`src/rtl/core/evfs_pkg.sv`:
```
// evfs_pkg: shared constants for the event queue with statistics
// operation and status codes, field widths and word layout
// no dependencies
`timescale 1ns / 1ps

package evfs_pkg;

    localparam int OP_W       = 2;
    localparam int ID_W       = 5;
    localparam int AUX_W      = 32;
    localparam int STATUS_W   = 2;
    localparam int CNT_W      = 32;
    // id widened far enough to compare against any allowed id count
    localparam int ID_EXT_W   = 9;

    localparam int IN_TDATA_W  = 40;
    localparam int OUT_TDATA_W = 72;

    localparam logic [OP_W-1:0] OP_PUSH  = 2'd0;
    localparam logic [OP_W-1:0] OP_POP   = 2'd1;
    localparam logic [OP_W-1:0] OP_QUERY = 2'd2;

    localparam logic [STATUS_W-1:0] STATUS_OK     = 2'd0;
    localparam logic [STATUS_W-1:0] STATUS_EMPTY  = 2'd1;
    localparam logic [STATUS_W-1:0] STATUS_HALTED = 2'd2;

    typedef struct packed {
        logic [STATUS_W-1:0] status;
        logic [ID_W-1:0]     event_id;
        logic [AUX_W-1:0]    aux_data;
        logic [CNT_W-1:0]    stat_count;
        logic                overflow;
    } result_t;

endpackage

```
`src/rtl/core/event_fifo_with_statistics_unit.sv`:
```
// event_fifo_with_statistics_unit: circular event queue with per-id push counters
// depends on evfs_pkg and evfs_ram
//
// usage:
//   s_* channel carries one operation word: push an event id with an aux word,
//   pop the oldest entry, or query the push count for an id (id 0 gives the
//   total number of pushes, queued plus served). m_* channel returns exactly
//   one result word per operation, in order.
//   each word has an accept step, which issues the reads of the entry ram and
//   the counter ram, and an execute step, which modifies, writes back and loads
//   the output register once the output is free. a new word is taken only once
//   the last has left the execute step, set by that read-then-write sequence on
//   the two rams. a result waiting in the output register does not block the
//   next accept; when the receiver stalls, the second word waits in the execute
//   step and input is held off until the output register drains.
//   reset empties the queue, clears the counters through per-id valid bits and
//   clears the sticky overflow. a push into a full queue sets overflow, and
//   every later word returns a halted status until reset.
`timescale 1ns / 1ps

module event_fifo_with_statistics_unit #(
    parameter int DEPTH     = 32,
    parameter int EVENT_IDS = 32
) (
    input  logic                           clk,
    input  logic                           rst_n,
    input  logic                           s_tvalid,
    output logic                           s_tready,
    // op[1:0], event_id[6:2], aux_data[38:7], zero fill[39]
    input  logic [evfs_pkg::IN_TDATA_W-1:0]  s_tdata,
    output logic                           m_tvalid,
    input  logic                           m_tready,
    // status[1:0], out_event_id[6:2], out_aux_data[38:7], stat_count[70:39], overflow[71]
    output logic [evfs_pkg::OUT_TDATA_W-1:0] m_tdata
);

    import evfs_pkg::*;

    localparam int AW = $clog2(DEPTH);
    localparam int CW = $clog2(DEPTH + 1);
    localparam int HW = $clog2(EVENT_IDS);
    localparam int EW = ID_W + AUX_W;

    localparam logic S_IDLE = 1'b0;
    localparam logic S_EXEC = 1'b1;

    logic                 state_reg, state_next;
    logic [AW-1:0]        head_reg, head_next;
    logic [AW-1:0]        tail_reg, tail_next;
    logic [CW-1:0]        count_reg, count_next;
    logic [CNT_W-1:0]     served_reg, served_next;
    logic                 halted_reg, halted_next;
    logic [EVENT_IDS-1:0] hist_valid_reg, hist_valid_next;
    logic                 m_tvalid_reg, m_tvalid_next;
    logic [OUT_TDATA_W-1:0] m_tdata_reg, m_tdata_next;

    // operation word captured at accept
    logic [OP_W-1:0]  op_reg;
    logic [ID_W-1:0]  id_reg;
    logic [AUX_W-1:0] aux_reg;

    logic              accept;
    logic              out_free;
    logic              commit;
    logic [ID_W-1:0]   s_id;
    logic [ID_EXT_W-1:0] s_id_ext;
    logic [HW-1:0]     s_hist_addr;
    logic [ID_EXT_W-1:0] id_ext;
    logic [HW-1:0]     hist_addr;
    logic              id_in_range;
    logic              full, empty;

    logic              entry_we;
    logic [EW-1:0]     entry_rdata;
    logic              hist_we;
    logic [CNT_W-1:0]  hist_rdata;
    logic [CNT_W-1:0]  hist_cur;
    logic [CNT_W-1:0]  hist_wdata;

    result_t           res;
    logic              do_push, do_pop, halt_set;

    assign accept   = s_tvalid && s_tready;
    assign s_tready = (state_reg == S_IDLE);
    assign out_free = !m_tvalid_reg || m_tready;
    assign commit   = (state_reg == S_EXEC) && out_free;

    assign s_id        = s_tdata[6:2];
    assign s_id_ext    = {{(ID_EXT_W-ID_W){1'b0}}, s_id};
    assign s_hist_addr = s_id_ext[HW-1:0];

    assign id_ext      = {{(ID_EXT_W-ID_W){1'b0}}, id_reg};
    assign hist_addr   = id_ext[HW-1:0];
    assign id_in_range = id_ext < ID_EXT_W'(EVENT_IDS);

    assign full  = (count_reg == CW'(DEPTH));
    assign empty = (count_reg == '0);

    evfs_ram #(
        .WIDTH (EW),
        .DEPTH (DEPTH)
    ) u_entry_ram (
        .clk   (clk),
        .we    (entry_we),
        .waddr (tail_reg),
        .wdata ({id_reg, aux_reg}),
        .re    (accept),
        .raddr (head_reg),
        .rdata (entry_rdata)
    );

    evfs_ram #(
        .WIDTH (CNT_W),
        .DEPTH (EVENT_IDS)
    ) u_hist_ram (
        .clk   (clk),
        .we    (hist_we),
        .waddr (hist_addr),
        .wdata (hist_wdata),
        .re    (accept),
        .raddr (s_hist_addr),
        .rdata (hist_rdata)
    );

    // a counter never written since reset reads as zero
    assign hist_cur   = hist_valid_reg[hist_addr] ? hist_rdata : '0;
    assign hist_wdata = hist_cur + CNT_W'(1);

    always_comb
    begin
        res      = '0;
        do_push  = 1'b0;
        do_pop   = 1'b0;
        halt_set = 1'b0;
        if (halted_reg)
        begin
            res.status = STATUS_HALTED;
        end
        else
        begin
            case (op_reg)
                OP_PUSH:
                begin
                    if (full)
                    begin
                        halt_set   = 1'b1;
                        res.status = STATUS_HALTED;
                    end
                    else
                    begin
                        do_push = 1'b1;
                    end
                end
                OP_POP:
                begin
                    if (empty)
                    begin
                        res.status = STATUS_EMPTY;
                    end
                    else
                    begin
                        do_pop       = 1'b1;
                        res.event_id = entry_rdata[EW-1:AUX_W];
                        res.aux_data = entry_rdata[AUX_W-1:0];
                    end
                end
                OP_QUERY:
                begin
                    if (id_reg == '0)
                    begin
                        res.stat_count = CNT_W'(count_reg) + served_reg;
                    end
                    else if (id_in_range)
                    begin
                        res.stat_count = hist_cur;
                    end
                end
                default:
                begin
                    res.status = STATUS_OK;
                end
            endcase
        end
        res.overflow = halted_reg || halt_set;
    end

    assign entry_we = commit && do_push;
    assign hist_we  = commit && do_push && id_in_range;

    always_comb
    begin
        state_next      = state_reg;
        head_next       = head_reg;
        tail_next       = tail_reg;
        count_next      = count_reg;
        served_next     = served_reg;
        halted_next     = halted_reg;
        hist_valid_next = hist_valid_reg;
        m_tvalid_next   = m_tvalid_reg && !m_tready;
        m_tdata_next    = m_tdata_reg;

        case (state_reg)
            S_IDLE:
            begin
                if (accept)
                begin
                    state_next = S_EXEC;
                end
            end
            S_EXEC:
            begin
                if (commit)
                begin
                    state_next    = S_IDLE;
                    m_tvalid_next = 1'b1;
                    m_tdata_next  = {res.overflow, res.stat_count, res.aux_data,
                                     res.event_id, res.status};
                    if (halt_set)
                    begin
                        halted_next = 1'b1;
                    end
                    if (do_push)
                    begin
                        tail_next  = (tail_reg == AW'(DEPTH - 1)) ? '0 : tail_reg + AW'(1);
                        count_next = count_reg + CW'(1);
                        if (id_in_range)
                        begin
                            hist_valid_next[hist_addr] = 1'b1;
                        end
                    end
                    if (do_pop)
                    begin
                        head_next   = (head_reg == AW'(DEPTH - 1)) ? '0 : head_reg + AW'(1);
                        count_next  = count_reg - CW'(1);
                        served_next = served_reg + CNT_W'(1);
                    end
                end
            end
            default:
            begin
                state_next = S_IDLE;
            end
        endcase
    end

    always_ff @(posedge clk or negedge rst_n)
    begin
        if (!rst_n)
        begin
            state_reg      <= S_IDLE;
            head_reg       <= '0;
            tail_reg       <= '0;
            count_reg      <= '0;
            served_reg     <= '0;
            halted_reg     <= 1'b0;
            hist_valid_reg <= '0;
            m_tvalid_reg   <= 1'b0;
        end
        else
        begin
            state_reg      <= state_next;
            head_reg       <= head_next;
            tail_reg       <= tail_next;
            count_reg      <= count_next;
            served_reg     <= served_next;
            halted_reg     <= halted_next;
            hist_valid_reg <= hist_valid_next;
            m_tvalid_reg   <= m_tvalid_next;
        end
    end

    always_ff @(posedge clk)
    begin
        m_tdata_reg <= m_tdata_next;
        if (accept)
        begin
            op_reg  <= s_tdata[1:0];
            id_reg  <= s_tdata[6:2];
            aux_reg <= s_tdata[38:7];
        end
    end

    assign m_tvalid = m_tvalid_reg;
    assign m_tdata  = m_tdata_reg;

`ifndef SYNTHESIS
    a_count_bound: assert property (@(posedge clk) disable iff (!rst_n)
        count_reg <= CW'(DEPTH))
        else $error("queued count beyond depth");

    a_ptr_match: assert property (@(posedge clk) disable iff (!rst_n)
        (count_reg == '0 || count_reg == CW'(DEPTH)) |-> head_reg == tail_reg)
        else $error("head and tail disagree with queued count");

    a_halt_sticky: assert property (@(posedge clk) disable iff (!rst_n)
        halted_reg |=> halted_reg)
        else $error("halt cleared without reset");

    a_no_write_halted: assert property (@(posedge clk) disable iff (!rst_n)
        halted_reg |-> !entry_we && !hist_we)
        else $error("memory written while halted");
`endif

endmodule

```
`src/rtl/core/evfs_ram.sv`:
```
// evfs_ram: generic single-write, single-read synchronous ram
// read data is registered and held while no read is issued
// no dependencies
`timescale 1ns / 1ps

module evfs_ram #(
    parameter int WIDTH = 32,
    parameter int DEPTH = 32
) (
    input  logic                     clk,
    input  logic                     we,
    input  logic [$clog2(DEPTH)-1:0] waddr,
    input  logic [WIDTH-1:0]         wdata,
    input  logic                     re,
    input  logic [$clog2(DEPTH)-1:0] raddr,
    output logic [WIDTH-1:0]         rdata
);

    logic [WIDTH-1:0] mem [DEPTH];

    always_ff @(posedge clk)
    begin
        if (we)
        begin
            mem[waddr] <= wdata;
        end
        if (re)
        begin
            rdata <= mem[raddr];
        end
    end

endmodule

```
`config.mk`:
```
export PLATFORM = sky130hd
export DESIGN_NAME = event_fifo_with_statistics_unit
export DESIGN_NICKNAME = d
export VERILOG_FILES = /design/src/rtl/core/evfs_pkg.sv /design/src/rtl/core/event_fifo_with_statistics_unit.sv /design/src/rtl/core/evfs_ram.sv
export SDC_FILE = /design/constraint.sdc
export NUM_CORES = 2
export LEC_CHECK = 0
export BUFFER_PORTS_ARGS = -buffer_cell sky130_fd_sc_hd__buf_2
export CORE_MARGIN = 1.5
export CORE_UTILIZATION = 45
export DETAILED_ROUTE_END_ITERATION = 8
export SLEW_MARGIN = 20
export SYNTH_ARGS = -nofsm -noshare
export SYNTH_HDL_FRONTEND = slang
export SYNTH_SLANG_ARGS = --single-unit
```
`constraint.sdc`:
```
create_clock -name clk -period 7.1 [get_ports clk]
set_input_delay 1.775 -clock clk [delete_from_list [all_inputs] [get_ports clk]]
set_output_delay 1.775 -clock clk [all_outputs]
set_load 0.02 [all_outputs]
```
==> impl_metrics.csv <==
group,metric,value,unit
clock_network,cts.root.buffer_cell,"sky130_fd_sc_hd__clkbuf_16",
clock_network,numCtsBuffers,275,
power,leakage,34.55,nW
sta,fin_ws,1.679,ns
drt,drt-total-wl,224.2,mm
die,initial_utilization,45.33,%
run_status,outcome,"finished, final reports clean",
sta,fin_tns_setup,0,ns
critical_path,critical_path_arrival,6.01,ns
clock_network,cts_tree,"done",
clock_network,cts.repair.resized,0,
logic_synthesis,synth-edff-count,2388,
clock_network,cts_setup_buffers,0,
logic_synthesis,yosys.area.top_type_share,75.34,%
sta,rsz_0062_raised_after_global_routing,"no",
critical_path,timing.critical_path.cells,"buf_4 > or3_1 > o22a_1 > o21ai_1 > a21oi_1 > and2_2 > nor2b_1 > ha_1 > nand2_1 > nor4_4 > and3_1 > and3_1 > xnor2_1 > nor2_1 > buf_4",
drt,drc,0,
sta,min_period_over_period,76.35,%
clock_network,cts_hold_buffers,0,
critical_path,critical_path.max_stage_delay,0.73,ns
finish,flow.area_growth_from_synthesis,14.80,%
critical_path,criticalPathCategory,"flop to flop",
clock_network,clockBufferDepth,4,
logic_synthesis,yosysSeqAreaShare,77.52,%
grt,grt-ovfl-total,0,
sta,worst_clock_skew,0.06726,ns
sta,max_slew_margin,26.60,%
drt,firstDrtPassIters,5,
logic_synthesis,post_synth.cell_area_avg,23.22,µm²
sta,final-hold-violation-count,0,
critical_path,cp_slowest_cell,"sky130_fd_sc_hd__edfxtp_1",
drt,wl_per_cell,30.06,µm
grt,grt_start_max_net_pins,105,
power,power_per_cell_area,344.2,nW/µm²
placement,io_buffers,116,
critical_path,setup.worst_path.end_class,"flop",
placement,placed_instance_area,100700,µm²
clock_network,clock_latency,0.92,ns
sta,tightest_slew,1.101,ns
logic_synthesis,synthDistinctLibCells,57,
logic_synthesis,synth.area.top_cells,"sky130_fd_sc_hd__edfxtp_1, sky130_fd_sc_hd__mux4_2, sky130_fd_sc_hd__dfrtp_1, sky130_fd_sc_hd__mux2_2, sky130_fd_sc_hd__nor2_1",
logic_synthesis,async_reset_ff_share,3.359,%
critical_path,critical_path_peak_fanout,32,
drt,drtIter0Drc,4319,
grt,first_global_vias,44920,
die,total_number_of_placement_rows,168,
flow_run,max_cap_viol_count,0,
grt,grt_usage,21.02,%
critical_path,startpoint_type,"flop",
finish,final_common_cell,"sky130_fd_sc_hd__edfxtp_1",
critical_path,worst_ep_required_time,7.69,ns
die,die_y,462.9,µm
hold_path,hold_class,"flop to flop",
clock_network,path_clk_slew,0.06,ns
sta,maxSlewViolCount,0,
placement,routabilityCongestion,0.7653,
sta,setup_viol_count_final,0,
finish,layout.cell_area.non_filler,109300,µm²
grt,grt_first_pass_wirelength,325.0,mm
sta,period_needed,5.421,ns
logic_synthesis,syn-instance-count,4100,
finish,finalNetCount,4531,
logic_synthesis,synth_top_flop_cell,"sky130_fd_sc_hd__edfxtp_1",
drt,via_per_inst,5.854,
die,io-pin-count,118,
die,floorplan.core_area,210000,µm²
logic_synthesis,ys_warn_count,0,
finish,final-seq-area,73800,µm²
finish,largest_reg_flops,1184,
drt,final_antenna_net_count,0,
finish,share_of_post_route_cells_with_drive_strength_above_1,32.21,%
die,floorplan.die.width,462.9,µm
logic_synthesis,yosys_register_bits,2471,
critical_path,cp.buffers_inverters,2,
placement,dp.final_hpwl,123.0,mm
clock_network,clkSinkCount,2471,
grt,number_of_antenna_violations_at_the_first_check_in_global_routing,4,
finish,most-common-layout-cells,"sky130_fd_sc_hd__edfxtp_1, sky130_fd_sc_hd__mux4_2, sky130_fd_sc_hd__clkbuf_16",
finish,final_util,52.03,%
critical_path,critPathTopFamily,"simple AND/OR/NAND/NOR gates",
finish,multi_input_comb_area,20900,µm²
finish,fill_cells,16030,
die,dieArea,214300,µm²
power,ir_drop_worst_case_vdd,0.4651,mV
drt,route.vias.total,43670,
clock_network,cts-htree-levels,5,
logic_synthesis,post_synth_instance_area,95180,µm²
placement,dp_worst_setup_slack,1.177,ns
logic_synthesis,synth_area_leader_cell,"sky130_fd_sc_hd__edfxtp_1",
logic_synthesis,synth_nets,4165,
sta,fmax,0.1845,GHz
## stage by stage
step / total power, W / hold WS [ns] / instances
2_1_floorplan: 0.02237 / 0.4278 / 4100
3_3_place_gp: 0.02441 / 0.4420 / 6987
3_5_place_dp: 0.02451 / 0.4488 / 6987
4_1_cts: 0.03799 / 0.4651 / 7452
5_1_grt: 0.03896 / 0.4737 / 7459
6_report: 0.03761 / 0.4630 / 7460
## kinds of logic after synthesis
group | after synthesis | share of synthesized area, %
buffers and inverters | 221 | 1.083
DFF | 2471 | 77.52
and+or+nand+nor | 435 | 2.331
AOI/OAI and AO/OA | 84 | 0.5679
muxes | 774 | 17.34
xor gates and xnor gates | 94 | 0.8649
adders and majority gates | 21 | 0.2918
## where the power goes
group | leakage (nW) | internal (W) | switching (W) | total, W
Clock | 4.14 | 0.00804 | 0.00547 | 0.0135
Sequential | 22.8 | 0.0173 | 0.000727 | 0.0180
Combinational | 7.57 | 0.00279 | 0.00328 | 0.00607
## routing by layer
metal  share of wire, %  routed length [µm]  vias to the layer above  GRT usage [%]
met2                 50              112200                     1358          34.53
met5                  0                   0                        -              0
met3                5.8               13060                      304          3.436
met1                 42               94950                    23930          29.72
met4                1.8                4013                        0          4.844
li1                   -                   -                    18080              -
## Yosys cell counts (17+ instances only)
master and n:
sky130_fd_sc_hd__and2_1 39, sky130_fd_sc_hd__and3_1 17, sky130_fd_sc_hd__xor2_1 43, sky130_fd_sc_hd__buf_4 24, sky130_fd_sc_hd__or2_1 33, sky130_fd_sc_hd__nand3_1 67
sky130_fd_sc_hd__nand2_1 65, sky130_fd_sc_hd__xnor2_1 51, sky130_fd_sc_hd__mux4_2 693, sky130_fd_sc_hd__dfrtp_1 83, sky130_fd_sc_hd__ha_1 19, sky130_fd_sc_hd__mux2_2 69
sky130_fd_sc_hd__clkbuf_1 113, sky130_fd_sc_hd__nand4_1 22, sky130_fd_sc_hd__buf_2 47, sky130_fd_sc_hd__nor2_1 129, sky130_fd_sc_hd__edfxtp_1 2388, sky130_fd_sc_hd__o22ai_1 31
## final cells by class
cell class                 instances  area share (%)
clock inverter                   126           1.020
clock buffer                     339           6.709
antenna                            1        0.002290
tap                             2805           3.212
sequential                      2471           67.54
timing repair buffer             294           2.328
multi-input combinational       1408           19.13
inverter                          16         0.05725
## path summary, 6_finish.rpt
path	start	to	slack, ns	cells after the start
worst max-delay path	hist_addr[2]	u_hist_ram.mem[15][28]	1.68	15
worst min-delay path	hist_valid_reg[18]	hist_valid_reg[18]	0.46	1
worst max register to register	hist_addr[2]	u_hist_ram.mem[15][28]	1.68	15
worst min register to register	hist_valid_reg[18]	hist_valid_reg[18]	0.46	1
max in group asynchronous	rst_n	head_reg[4]	5.01	2
min in group asynchronous	rst_n	hist_valid_reg[4]	0.82	1
## worst register-to-register path: cells and delay by family, from the launching register on
family,cells,cell delay (ns)
DFF,1,0.73
buffers and inverters,2,0.63
adders and majority gates,1,0.44
xor gates and xnor gates,1,0.12
AOI/OAI and AO/OA,3,0.47
and+or+nand+nor,8,2.67
Note: power is estimated with default switching activity, not from simulation.
